--- config.mk ---
export PLATFORM = sky130hd
export DESIGN_NAME = keyframe_linear_interpolator_flat
export DESIGN_NICKNAME = d
export VERILOG_FILES = /design/src/design/kli_pkg.sv /design/src/design/kli_in_if.sv /design/src/design/kli_out_if.sv /design/src/design/keyframe_linear_interpolator.sv /design/src/design/kli_div.sv /design/src/design/kli_mac.sv /design/src/flat_wrapper.sv
export SDC_FILE = /design/constraint.sdc
export NUM_CORES = 2
export LEC_CHECK = 0
export ABC_AREA = 1
export BUFFER_PORTS_ARGS = -buffer_cell sky130_fd_sc_hd__buf_4
export CORE_AREA = 2 2 376 657
export DETAILED_ROUTE_END_ITERATION = 10
export DIE_AREA = 0 0 378 659
export PLACE_DENSITY = 0.69
export SLEW_MARGIN = 20
export SYNTH_ARGS = -nofsm -noshare
export SYNTH_HDL_FRONTEND = slang
export SYNTH_HIERARCHICAL = 1
export SYNTH_SLANG_ARGS = --single-unit
--- constraint.sdc ---
create_clock -name i_clk -period 15.4 [get_ports i_clk]
set_clock_uncertainty 0.2 [all_clocks]
set_input_delay 3.85 -clock i_clk [delete_from_list [all_inputs] [get_ports i_clk]]
set_output_delay 3.85 -clock i_clk [all_outputs]
set_load 0.01 [all_outputs]
--- src/design/kli_pkg.sv ---
// ----------------------------------------------------------------------------
// Keyframe interpolator package
// Types, request codes and constants shared across the interpolator.
// ----------------------------------------------------------------------------
package kli_pkg;

    localparam int KEY_DEPTH = 16;
    localparam int ADDR_W    = $clog2(KEY_DEPTH);
    localparam int CNT_W     = ADDR_W + 1;
    localparam int QUOT_W    = 16;
    localparam int RATIO_W   = 17;
    localparam int LANE_W    = 18;

    localparam logic [CNT_W-1:0]   KEY_DEPTH_C = CNT_W'(KEY_DEPTH);
    localparam logic [RATIO_W-1:0] ONE_Q16     = 17'h10000;

    typedef enum logic [1:0] {
        REQ_APPEND = 2'd0,
        REQ_SAMPLE = 2'd1,
        REQ_CLEAR  = 2'd2,
        REQ_RSVD   = 2'd3
    } t_req;

    localparam logic [1:0] STAT_OK    = 2'd0;
    localparam logic [1:0] STAT_FULL  = 2'd1;
    localparam logic [1:0] STAT_EMPTY = 2'd2;

    typedef struct packed {
        logic [1:0]         req_type;
        logic [31:0]        key_time;
        logic signed [15:0] pos_x;
        logic signed [15:0] pos_y;
        logic signed [15:0] pos_z;
        logic [15:0]        zoom_in;
    } t_in_item;

    typedef struct packed {
        logic signed [15:0] out_x;
        logic signed [15:0] out_y;
        logic signed [15:0] out_z;
        logic [15:0]        out_zoom;
        logic [16:0]        out_ratio;
        logic               past_end;
        logic [1:0]         status;
    } t_out_item;

    typedef struct packed {
        logic [31:0]        key_time;
        logic signed [15:0] x;
        logic signed [15:0] y;
        logic signed [15:0] z;
        logic [15:0]        zoom;
    } t_key;

    // start of a serial unit
    typedef struct packed {
        logic start;
    } t_unit_ctl;

endpackage

--- src/design/kli_in_if.sv ---
// ----------------------------------------------------------------------------
// Request channel
// Valid/ready channel carrying one request beat.
// ----------------------------------------------------------------------------
interface kli_in_if;
    import kli_pkg::*;
    logic     valid;
    logic     ready;
    t_in_item data;
    modport source (output valid, output data, input ready);
    modport sink   (input valid, input data, output ready);
endinterface

--- src/design/kli_out_if.sv ---
// ----------------------------------------------------------------------------
// Result channel
// Valid/ready channel carrying one result beat.
// ----------------------------------------------------------------------------
interface kli_out_if;
    import kli_pkg::*;
    logic      valid;
    logic      ready;
    t_out_item data;
    modport source (output valid, output data, input ready);
    modport sink   (input valid, input data, output ready);
endinterface

--- src/design/keyframe_linear_interpolator.sv ---
// ----------------------------------------------------------------------------
// Keyframe linear interpolator
// Keyframe table with serial search, serial ratio divide and serial blend.
//
//   channel   dir  handshake          beat
//   i_in      in   valid/ready        request (append, sample, clear)
//   o_out     out  valid/ready        one result per request
//   i_cfg_*   in   write enable       fade_mode
//
// Append, clear and the unused code finish at acceptance and pass through S_DONE.
// A sample loads the first entry (S_LD0), scans N entries, one per cycle from the RAM
// read port (S_SCAN), then runs the ratio divider and the blend lanes; a clamped ratio
// skips the divider, fade mode skips the blend, and past the end skips both.
// One request is in flight; while a result waits on o_out, the next result holds the block in S_DONE.
// Reset is synchronous, active low, and empties the table.
// ----------------------------------------------------------------------------
module keyframe_linear_interpolator (
    input  logic        i_clk,
    input  logic        i_rst_n,
    kli_in_if.sink      i_in,
    kli_out_if.source   o_out,
    input  logic        i_cfg_we,
    input  logic        i_cfg_wdata
);
    import kli_pkg::*;

    typedef enum logic [2:0] {
        S_IDLE, S_LD0, S_SCAN, S_RAT, S_DIV, S_BLEND, S_MUL, S_DONE
    } t_state;

    t_state             r_state;
    logic               r_fade;
    logic [CNT_W-1:0]   r_count;
    logic [CNT_W-1:0]   r_idx;
    logic [31:0]        r_t;
    t_key               r_prev;
    t_key               r_next;
    t_key               r_rdata;
    logic [RATIO_W-1:0] r_ratio;
    t_out_item          r_res;
    t_out_item          r_out;
    logic               r_ovalid;
    t_key               mem [KEY_DEPTH];

    logic [ADDR_W-1:0]  w_raddr;
    logic               w_acc;
    logic               w_wr;
    t_key               w_wkey;
    logic [1:0]         w_status;
    t_unit_ctl          w_div_ctl;
    t_unit_ctl          w_mac_ctl;
    logic               w_div_done;
    logic [QUOT_W-1:0]  w_quot;
    logic               w_mac_done;
    logic [3:0]         w_mac_dn;
    logic [15:0]        w_mx, w_my, w_mz, w_mzoom;
    logic signed [32:0] w_num, w_den;

    assign i_in.ready  = (r_state == S_IDLE);
    assign w_acc       = i_in.valid && i_in.ready;
    assign o_out.valid = r_ovalid;
    assign o_out.data  = r_out;

    assign w_wr = w_acc && (t_req'(i_in.data.req_type) == REQ_APPEND)
                  && (r_count < KEY_DEPTH_C);
    assign w_wkey = '{key_time: i_in.data.key_time, x: i_in.data.pos_x,
                      y: i_in.data.pos_y, z: i_in.data.pos_z,
                      zoom: i_in.data.zoom_in};

    // status of a request that finishes right at acceptance
    always_comb begin
        priority if ((t_req'(i_in.data.req_type) == REQ_APPEND)
                     && (r_count >= KEY_DEPTH_C)) begin
            w_status = STAT_FULL;
        end else if ((t_req'(i_in.data.req_type) == REQ_SAMPLE)
                     && (r_count == '0)) begin
            w_status = STAT_EMPTY;
        end else begin
            w_status = STAT_OK;
        end
    end

    always_comb begin
        unique case (r_state)
            S_IDLE:  w_raddr = '0;
            S_LD0:   w_raddr = ADDR_W'(1);
            default: w_raddr = r_idx[ADDR_W-1:0] + 1'b1;
        endcase
    end

    always_ff @(posedge i_clk) begin
        if (w_wr) begin
            mem[r_count[ADDR_W-1:0]] <= w_wkey;
        end
        r_rdata <= mem[w_raddr];
    end

    assign w_num = {1'b0, r_t} - {1'b0, r_prev.key_time};
    assign w_den = {1'b0, r_next.key_time} - {1'b0, r_prev.key_time};

    assign w_div_ctl.start = (r_state == S_RAT) && (w_den > 0) && (w_num > 0)
                             && (w_num < w_den);
    assign w_mac_ctl.start = (r_state == S_BLEND) && !r_fade;

    kli_div u_div (
        .i_clk(i_clk), .i_rst_n(i_rst_n), .i_ctl(w_div_ctl),
        .i_num(w_num[31:0]), .i_den(w_den[31:0]),
        .o_done(w_div_done), .o_quot(w_quot)
    );

    kli_mac u_mac_x (
        .i_clk(i_clk), .i_rst_n(i_rst_n), .i_ctl(w_mac_ctl), .i_ratio(r_ratio),
        .i_before(LANE_W'(r_prev.x)), .i_after(LANE_W'(r_next.x)),
        .o_done(w_mac_dn[0]), .o_result(w_mx)
    );
    kli_mac u_mac_y (
        .i_clk(i_clk), .i_rst_n(i_rst_n), .i_ctl(w_mac_ctl), .i_ratio(r_ratio),
        .i_before(LANE_W'(r_prev.y)), .i_after(LANE_W'(r_next.y)),
        .o_done(w_mac_dn[1]), .o_result(w_my)
    );
    kli_mac u_mac_z (
        .i_clk(i_clk), .i_rst_n(i_rst_n), .i_ctl(w_mac_ctl), .i_ratio(r_ratio),
        .i_before(LANE_W'(r_prev.z)), .i_after(LANE_W'(r_next.z)),
        .o_done(w_mac_dn[2]), .o_result(w_mz)
    );
    kli_mac u_mac_zoom (
        .i_clk(i_clk), .i_rst_n(i_rst_n), .i_ctl(w_mac_ctl), .i_ratio(r_ratio),
        .i_before(signed'({2'b00, r_prev.zoom})),
        .i_after(signed'({2'b00, r_next.zoom})),
        .o_done(w_mac_dn[3]), .o_result(w_mzoom)
    );

    assign w_mac_done = &w_mac_dn;

    always_ff @(posedge i_clk) begin
        if (!i_rst_n) begin
            r_state  <= S_IDLE;
            r_fade   <= 1'b0;
            r_count  <= '0;
            r_idx    <= '0;
            r_ovalid <= 1'b0;
        end else begin
            if (i_cfg_we) begin
                r_fade <= i_cfg_wdata;
            end
            if (r_ovalid && o_out.ready && (r_state != S_DONE)) begin
                r_ovalid <= 1'b0;
            end
            unique case (r_state)
                S_IDLE: begin
                    if (w_acc) begin
                        r_t   <= i_in.data.key_time;
                        r_res <= t_out_item'({{($bits(t_out_item) - 2){1'b0}}, w_status});
                        r_state <= S_DONE;
                        unique case (t_req'(i_in.data.req_type))
                            REQ_APPEND: begin
                                if (r_count < KEY_DEPTH_C) begin
                                    r_count <= r_count + 1'b1;
                                end
                            end
                            REQ_SAMPLE: begin
                                if (r_count != '0) begin
                                    r_state <= S_LD0;
                                end
                            end
                            REQ_CLEAR: r_count <= '0;
                            REQ_RSVD:  ;
                        endcase
                    end
                end
                S_LD0: begin
                    r_prev  <= r_rdata;
                    r_idx   <= CNT_W'(1);
                    r_state <= S_SCAN;
                end
                S_SCAN: begin
                    priority if (r_idx >= r_count) begin
                        // past the last keyframe: return it as is
                        r_res.out_x     <= r_prev.x;
                        r_res.out_y     <= r_prev.y;
                        r_res.out_z     <= r_prev.z;
                        r_res.out_zoom  <= r_prev.zoom;
                        r_res.out_ratio <= ONE_Q16;
                        r_res.past_end  <= 1'b1;
                        r_state         <= S_DONE;
                    end else if (r_rdata.key_time < r_t) begin
                        r_prev <= r_rdata;
                        r_idx  <= r_idx + 1'b1;
                    end else begin
                        r_next  <= r_rdata;
                        r_state <= S_RAT;
                    end
                end
                S_RAT: begin
                    priority if (w_den == 0) begin
                        r_ratio <= '0;
                        r_state <= S_BLEND;
                    end else if (w_den < 0) begin
                        r_ratio <= ONE_Q16;
                        r_state <= S_BLEND;
                    end else if (w_num <= 0) begin
                        r_ratio <= '0;
                        r_state <= S_BLEND;
                    end else if (w_num >= w_den) begin
                        r_ratio <= ONE_Q16;
                        r_state <= S_BLEND;
                    end else begin
                        r_state <= S_DIV;
                    end
                end
                S_DIV: begin
                    if (w_div_done) begin
                        r_ratio <= {1'b0, w_quot};
                        r_state <= S_BLEND;
                    end
                end
                S_BLEND: begin
                    r_res.out_ratio <= r_ratio;
                    if (r_fade) begin
                        r_res.out_zoom <= {3'b000, r_ratio[RATIO_W-1:4]};
                        r_state        <= S_DONE;
                    end else begin
                        r_state <= S_MUL;
                    end
                end
                S_MUL: begin
                    if (w_mac_done) begin
                        r_res.out_x    <= w_mx;
                        r_res.out_y    <= w_my;
                        r_res.out_z    <= w_mz;
                        r_res.out_zoom <= w_mzoom;
                        r_state        <= S_DONE;
                    end
                end
                S_DONE: begin
                    // hold until the result register frees
                    if (!r_ovalid || o_out.ready) begin
                        r_out    <= r_res;
                        r_ovalid <= 1'b1;
                        r_state  <= S_IDLE;
                    end
                end
                default: r_state <= S_IDLE;
            endcase
        end
    end
endmodule

--- src/design/kli_div.sv ---
// ----------------------------------------------------------------------------
// Serial ratio divider
// Restoring divider, one quotient bit per cycle: (num << 16) / den, num < den.
// ----------------------------------------------------------------------------
module kli_div (
    input  logic                      i_clk,
    input  logic                      i_rst_n,
    input  kli_pkg::t_unit_ctl        i_ctl,
    input  logic [31:0]               i_num,
    input  logic [31:0]               i_den,
    output logic                      o_done,
    output logic [kli_pkg::QUOT_W-1:0] o_quot
);
    import kli_pkg::*;

    localparam int CW = $clog2(QUOT_W + 1);

    logic [32:0]       r_rem;
    logic [31:0]       r_den;
    logic [QUOT_W-1:0] r_quot;
    logic [CW-1:0]     r_cnt;
    logic              r_busy;
    logic              r_done;
    logic [32:0]       w_rem2;
    logic              w_ge;

    assign w_rem2 = {r_rem[31:0], 1'b0};
    assign w_ge   = w_rem2 >= {1'b0, r_den};

    always_ff @(posedge i_clk) begin
        if (!i_rst_n) begin
            r_busy <= 1'b0;
            r_done <= 1'b0;
            r_cnt  <= '0;
        end else begin
            r_done <= 1'b0;
            if (i_ctl.start) begin
                r_busy <= 1'b1;
                r_cnt  <= CW'(QUOT_W);
            end else if (r_busy) begin
                r_cnt <= r_cnt - 1'b1;
                if (r_cnt == CW'(1)) begin
                    r_busy <= 1'b0;
                    r_done <= 1'b1;
                end
            end
        end
    end

    always_ff @(posedge i_clk) begin
        if (i_ctl.start) begin
            r_rem  <= {1'b0, i_num};
            r_den  <= i_den;
            r_quot <= '0;
        end else if (r_busy) begin
            r_rem  <= w_ge ? (w_rem2 - {1'b0, r_den}) : w_rem2;
            r_quot <= {r_quot[QUOT_W-2:0], w_ge};
        end
    end

    assign o_done = r_done;
    assign o_quot = r_quot;
endmodule

--- src/design/kli_mac.sv ---
// ----------------------------------------------------------------------------
// Serial blend lane
// Shift-add multiply, one ratio bit per cycle: prev*65536 + r*(next-prev),
// then divide by 65536 truncating toward zero.
// ----------------------------------------------------------------------------
module kli_mac (
    input  logic                               i_clk,
    input  logic                               i_rst_n,
    input  kli_pkg::t_unit_ctl                 i_ctl,
    input  logic [kli_pkg::RATIO_W-1:0]        i_ratio,
    input  logic signed [kli_pkg::LANE_W-1:0]  i_before,
    input  logic signed [kli_pkg::LANE_W-1:0]  i_after,
    output logic                               o_done,
    output logic [15:0]                        o_result
);
    import kli_pkg::*;

    localparam int AW = 36;
    localparam int CW = $clog2(RATIO_W + 1);

    logic signed [AW-1:0] r_acc;
    logic signed [AW-1:0] r_dsh;
    logic [RATIO_W-1:0]   r_rsh;
    logic [CW-1:0]        r_cnt;
    logic                 r_busy;
    logic                 r_done;
    logic signed [AW-1:0] w_bias;
    logic signed [LANE_W-1:0] w_diff;

    assign w_diff = i_after - i_before;

    always_ff @(posedge i_clk) begin
        if (!i_rst_n) begin
            r_busy <= 1'b0;
            r_done <= 1'b0;
            r_cnt  <= '0;
        end else begin
            r_done <= 1'b0;
            if (i_ctl.start) begin
                r_busy <= 1'b1;
                r_cnt  <= CW'(RATIO_W);
            end else if (r_busy) begin
                r_cnt <= r_cnt - 1'b1;
                if (r_cnt == CW'(1)) begin
                    r_busy <= 1'b0;
                    r_done <= 1'b1;
                end
            end
        end
    end

    always_ff @(posedge i_clk) begin
        if (i_ctl.start) begin
            r_acc <= AW'(i_before) <<< 16;
            r_dsh <= AW'(w_diff);
            r_rsh <= i_ratio;
        end else if (r_busy) begin
            if (r_rsh[0]) begin
                r_acc <= r_acc + r_dsh;
            end
            r_dsh <= r_dsh <<< 1;
            r_rsh <= r_rsh >> 1;
        end
    end

    // round toward zero on negative sums
    assign w_bias   = r_acc[AW-1] ? (r_acc + AW'(65535)) : r_acc;
    assign o_result = w_bias[31:16];
    assign o_done   = r_done;
endmodule

--- src/flat_wrapper.sv ---
// flat-port wrapper written by rule: the top's interface ports become plain ports
module keyframe_linear_interpolator_flat import kli_pkg::*;
  (i_clk, i_rst_n, i_cfg_we, i_cfg_wdata, i_in_valid, i_in_data, i_in_ready, o_out_valid, o_out_data, o_out_ready);
  kli_in_if i_in_i ();
  kli_out_if o_out_i ();
  input  logic i_clk;
  input  logic i_rst_n;
  input  logic i_cfg_we;
  input  logic i_cfg_wdata;
  input wire logic [$bits(i_in_i.valid)-1:0] i_in_valid;
  input wire logic [$bits(i_in_i.data)-1:0] i_in_data;
  output wire logic [$bits(i_in_i.ready)-1:0] i_in_ready;
  output wire logic [$bits(o_out_i.valid)-1:0] o_out_valid;
  output wire logic [$bits(o_out_i.data)-1:0] o_out_data;
  input wire logic [$bits(o_out_i.ready)-1:0] o_out_ready;
  assign i_in_i.valid = i_in_valid;
  assign i_in_i.data = i_in_data;
  assign i_in_ready = i_in_i.ready;
  assign o_out_valid = o_out_i.valid;
  assign o_out_data = o_out_i.data;
  assign o_out_i.ready = o_out_ready;
  keyframe_linear_interpolator u_core (.i_clk(i_clk), .i_rst_n(i_rst_n), .i_in(i_in_i), .o_out(o_out_i), .i_cfg_we(i_cfg_we), .i_cfg_wdata(i_cfg_wdata));
endmodule
==> results_dict.tcl <==
set metrics [dict create \
    grt_max_degree 223 \
    final-setup-viol-count 0 \
    avgRoutedWirePerCell_um 21.02 \
    fin_crit_ns 7.611 \
    routabilityCongestion 1.009 \
    p_int_w 0.01374 \
    p_total_w 0.02159 \
    die_w_um 378 \
    antenna_found_initial 32 \
    synth_edf_count 2301 \
    syn_area_um2 121100 \
    port_buffers 189 \
    critPathKind "input pin to register" \
    ir_drop_v 0.0002236 \
    synth_xor_area_share_pct 1.193 \
    n_fill_cell 20980 \
    worstMarginPinSlew_ns 1.139 \
    p_comb_share_pct 32.2 \
    synth.top_cell.area_share_pct 57.06 \
    synthAdderAreaFrac_pct 4.170 \
    track_usage_pct 25.93 \
    endpoint_kind "register" \
    synth.area.mux_share_pct 1.587 \
    syn_area_per_cell_um2 10.03 \
    grt_overflow 0 \
    arrival_ns 7.93 \
    outcome "finished, final reports clean" \
    drive_gt1_share_pct 6.045 \
    drt-vias-per-instance 5.494 \
    p_per_area_nw_per_um2 161.9 \
    synth_simple_gate_area_share_pct 14.51 \
    synth_cell_types 56 \
    slew_violations 0 \
    critPathMaxFanout 38 \
    cts_tree "done" \
    yosys_most_used_dff "edfxtp_1" \
    clock_path_buffers 4 \
    synth-seq-area-share_pct 60.80 \
    clock_latency_ns 0.90 \
    regArea_um2 73620 \
    rsz0062_at_grt "false" \
    yosys_warnings 6 \
    synth.most_common_cell "nand2_1" \
    ctsResizeCount 0 \
    maxCapViolCount 0 \
    cts_setup_buffers 0 \
    fmaxAchievable_mhz 131.4 \
    vias 85920 \
    routed_wl_mm 328.7 \
    drcViolationCount 0 \
    netSwitchingFraction_pct 36.33 \
    grt_pass1_vias 85000 \
    fp.dieH_um 659 \
    grt_use_met3_pct 2.860 \
    ys_seq_elements 2527 \
    synth_common_cells "2880 x nand2_1, 2301 x edfxtp_1, 1796 x inv_1, 978 x o21ai_0, 723 x a21oi_1" \
    hpwl_mm 228.6 \
    worstPathRequired_ns 15.72 \
    ios 190 \
    grt.met1_usage_pct 29.61 \
    grt_pass1_wl_mm 492.9 \
    synth_top_family_by_area "simple AND/OR/NAND/NOR gates" \
    use_met2_pct 47.09 \
    dieArea_um2 249100 \
    cellLeakagePower_nw 55.20 \
    cp-start-kind "input pin" \
    drt_pass1_iterations 9 \
    synth_area_leaders "edfxtp_1 57%, nand2_1 8.9%, inv_1 5.6%" \
    initial_core_util_pct 49.66 \
    multi_input_area_um2 39070 \
    yosysTopAreaCell "edfxtp_1" \
    antenna_left 0 \
    holdBufCountCts 0 \
    grt.busiest_layer "met2" \
    clock_sinks 2527 \
    clk_pin_slew_worst_paths_ns 0.06 \
    hold_viol 0 \
    pwr-share-clk_pct 26.7 \
    fin_nets 12680 \
    post-route-period-util_pct 49.42 \
    core_area_um2 243800 \
    p_sw_w 0.007841 \
    worstHoldPathType "register to register" \
    synth_compound_area_share_pct 10.59 \
    root_buffer "clkbuf_16" \
    drtIter0Drc 7386 \
    syn_inst 12080 \
    rows 240 \
    cts_max_level 4 \
    max_slew_margin_pct 24.08 \
    syn2layout_area_growth_pct 10.08 \
    finalSetupTns_ns 0 \
    cts_buffers 221 \
    p_seq_share_pct 41.1 \
    async_flop_share_pct 0 \
]
[through the flow]
| step | utilization (%) | hold WS (ns) | cell area (um2) | instances | setup WS, ns |
|---|---|---|---|---|---|
| floorplan | - | 0.2003 | 121100 | 12080 | 3.638 |
| global placement | 51.56 | 0.2058 | 125700 | 15220 | 6.772 |
| detailed placement | 51.57 | 0.2045 | 125800 | 15230 | 6.939 |
| CTS | 54.64 | 0.1632 | 133200 | 15620 | 7.901 |
| global route | 54.66 | 0.1572 | 133300 | 15630 | 7.709 |
| finish | 54.67 | 0.1538 | 133300 | 15640 | 7.789 |
[state kept, by name (all words and copies together), names as in the netlist, 84 cells and up]
register and cells:
u_core/r_rdata 96, u_core/mem 1536, u_core/r_res 84, u_core/r_next 96
u_core/o_out.data 84, u_core/r_prev 96
[routing by layer]
metal  vias up  routed length [um]
li1      41240                   -
met1     41060              121800
met2      2783              170100
met3       833               17270
met4         8               19500
met5         -                  47
[layout make-up]
class	instances	area share, %
multi-input combinational	7344	29.31
timing repair buffer	278	1.644
tap	3267	3.066
sequential	2527	55.23
clock inverter	119	0.9827
clock buffer	280	4.632
antenna	15	0.02816
inverter	1810	5.108
[logic make-up (layout without fill, tap and decap cells)]
group,count (synthesis),count (layout)
AND/OR/NAND/NOR,4296,4296
flip-flops,2527,2527
AO/OA/AOI/OAI,2288,2288
buffers and inverters,2212,2487
adder cells (fa/ha/maj),397,397
multiplexers,192,192
XOR/XNOR,165,165
other,1,21
[worst paths after layout]
path	slack, ns	from	to	cells past startpoint
setup / recovery	7.79	i_in_valid	u_core/mem[7][95]	11
hold / removal	0.15	u_core/r_res[25]	u_core/o_out.data[25]	0
setup reg to reg	9.35	u_core/r_t[0]	u_core/u_div/o_quot[10]	34
hold reg to reg	0.15	u_core/r_res[25]	u_core/o_out.data[25]	0
[cells in the final DEF, fill, tap and decap left out, types with 30 or more instances in the layout]
cell | Yosys | routed
buf_4 | 12 | 269
o221ai_1 | 193 | 193
xor2_1 | 73 | 73
nand3_1 | 471 | 471
o21bai_1 | 31 | 31
o21ai_0 | 978 | 978
nand3b_1 | 52 | 52
clkinv_1 | 4 | 30
a22o_1 | 51 | 51
mux2i_1 | 192 | 192
nand4_1 | 68 | 68
edfxtp_1 | 2301 | 2301
clkbuf_16 | 0 | 231
o21ai_1 | 142 | 142
a21oi_1 | 723 | 722
ha_1 | 386 | 386
inv_1 | 1796 | 1795
nor2_1 | 624 | 603
nor3_1 | 92 | 90
clkinv_2 | 0 | 37
nand2_1 | 2880 | 2873
o22ai_1 | 44 | 44
dfxtp_1 | 226 | 226
xnor2_1 | 92 | 92
[power groups by stage]
| stage | Sequential, W | Clock, W | Combinational [W] |
|---|---|---|---|
| floorplan | 0.00877 | 0 | 0.00501 |
| global placement | 0.00899 | 0 | 0.00672 |
| detailed placement | 0.00902 | 0 | 0.00685 |
| CTS | 0.00887 | 0.00588 | 0.00689 |
| global route | 0.00892 | 0.00610 | 0.00774 |
| finish | 0.00888 | 0.00576 | 0.00695 |
[worst max-delay path, stage by stage]
cell and delay, ns:
buf_4 0.09, inv_1 0.08, nor2_1 0.11, inv_1 0.11, a21oi_1 0.16, inv_1 0.08
nor2_1 0.64, nand2_1 0.46, nor2_4 0.95, buf_4 0.63, buf_4 0.59
(Power assumes the default switching activity.)
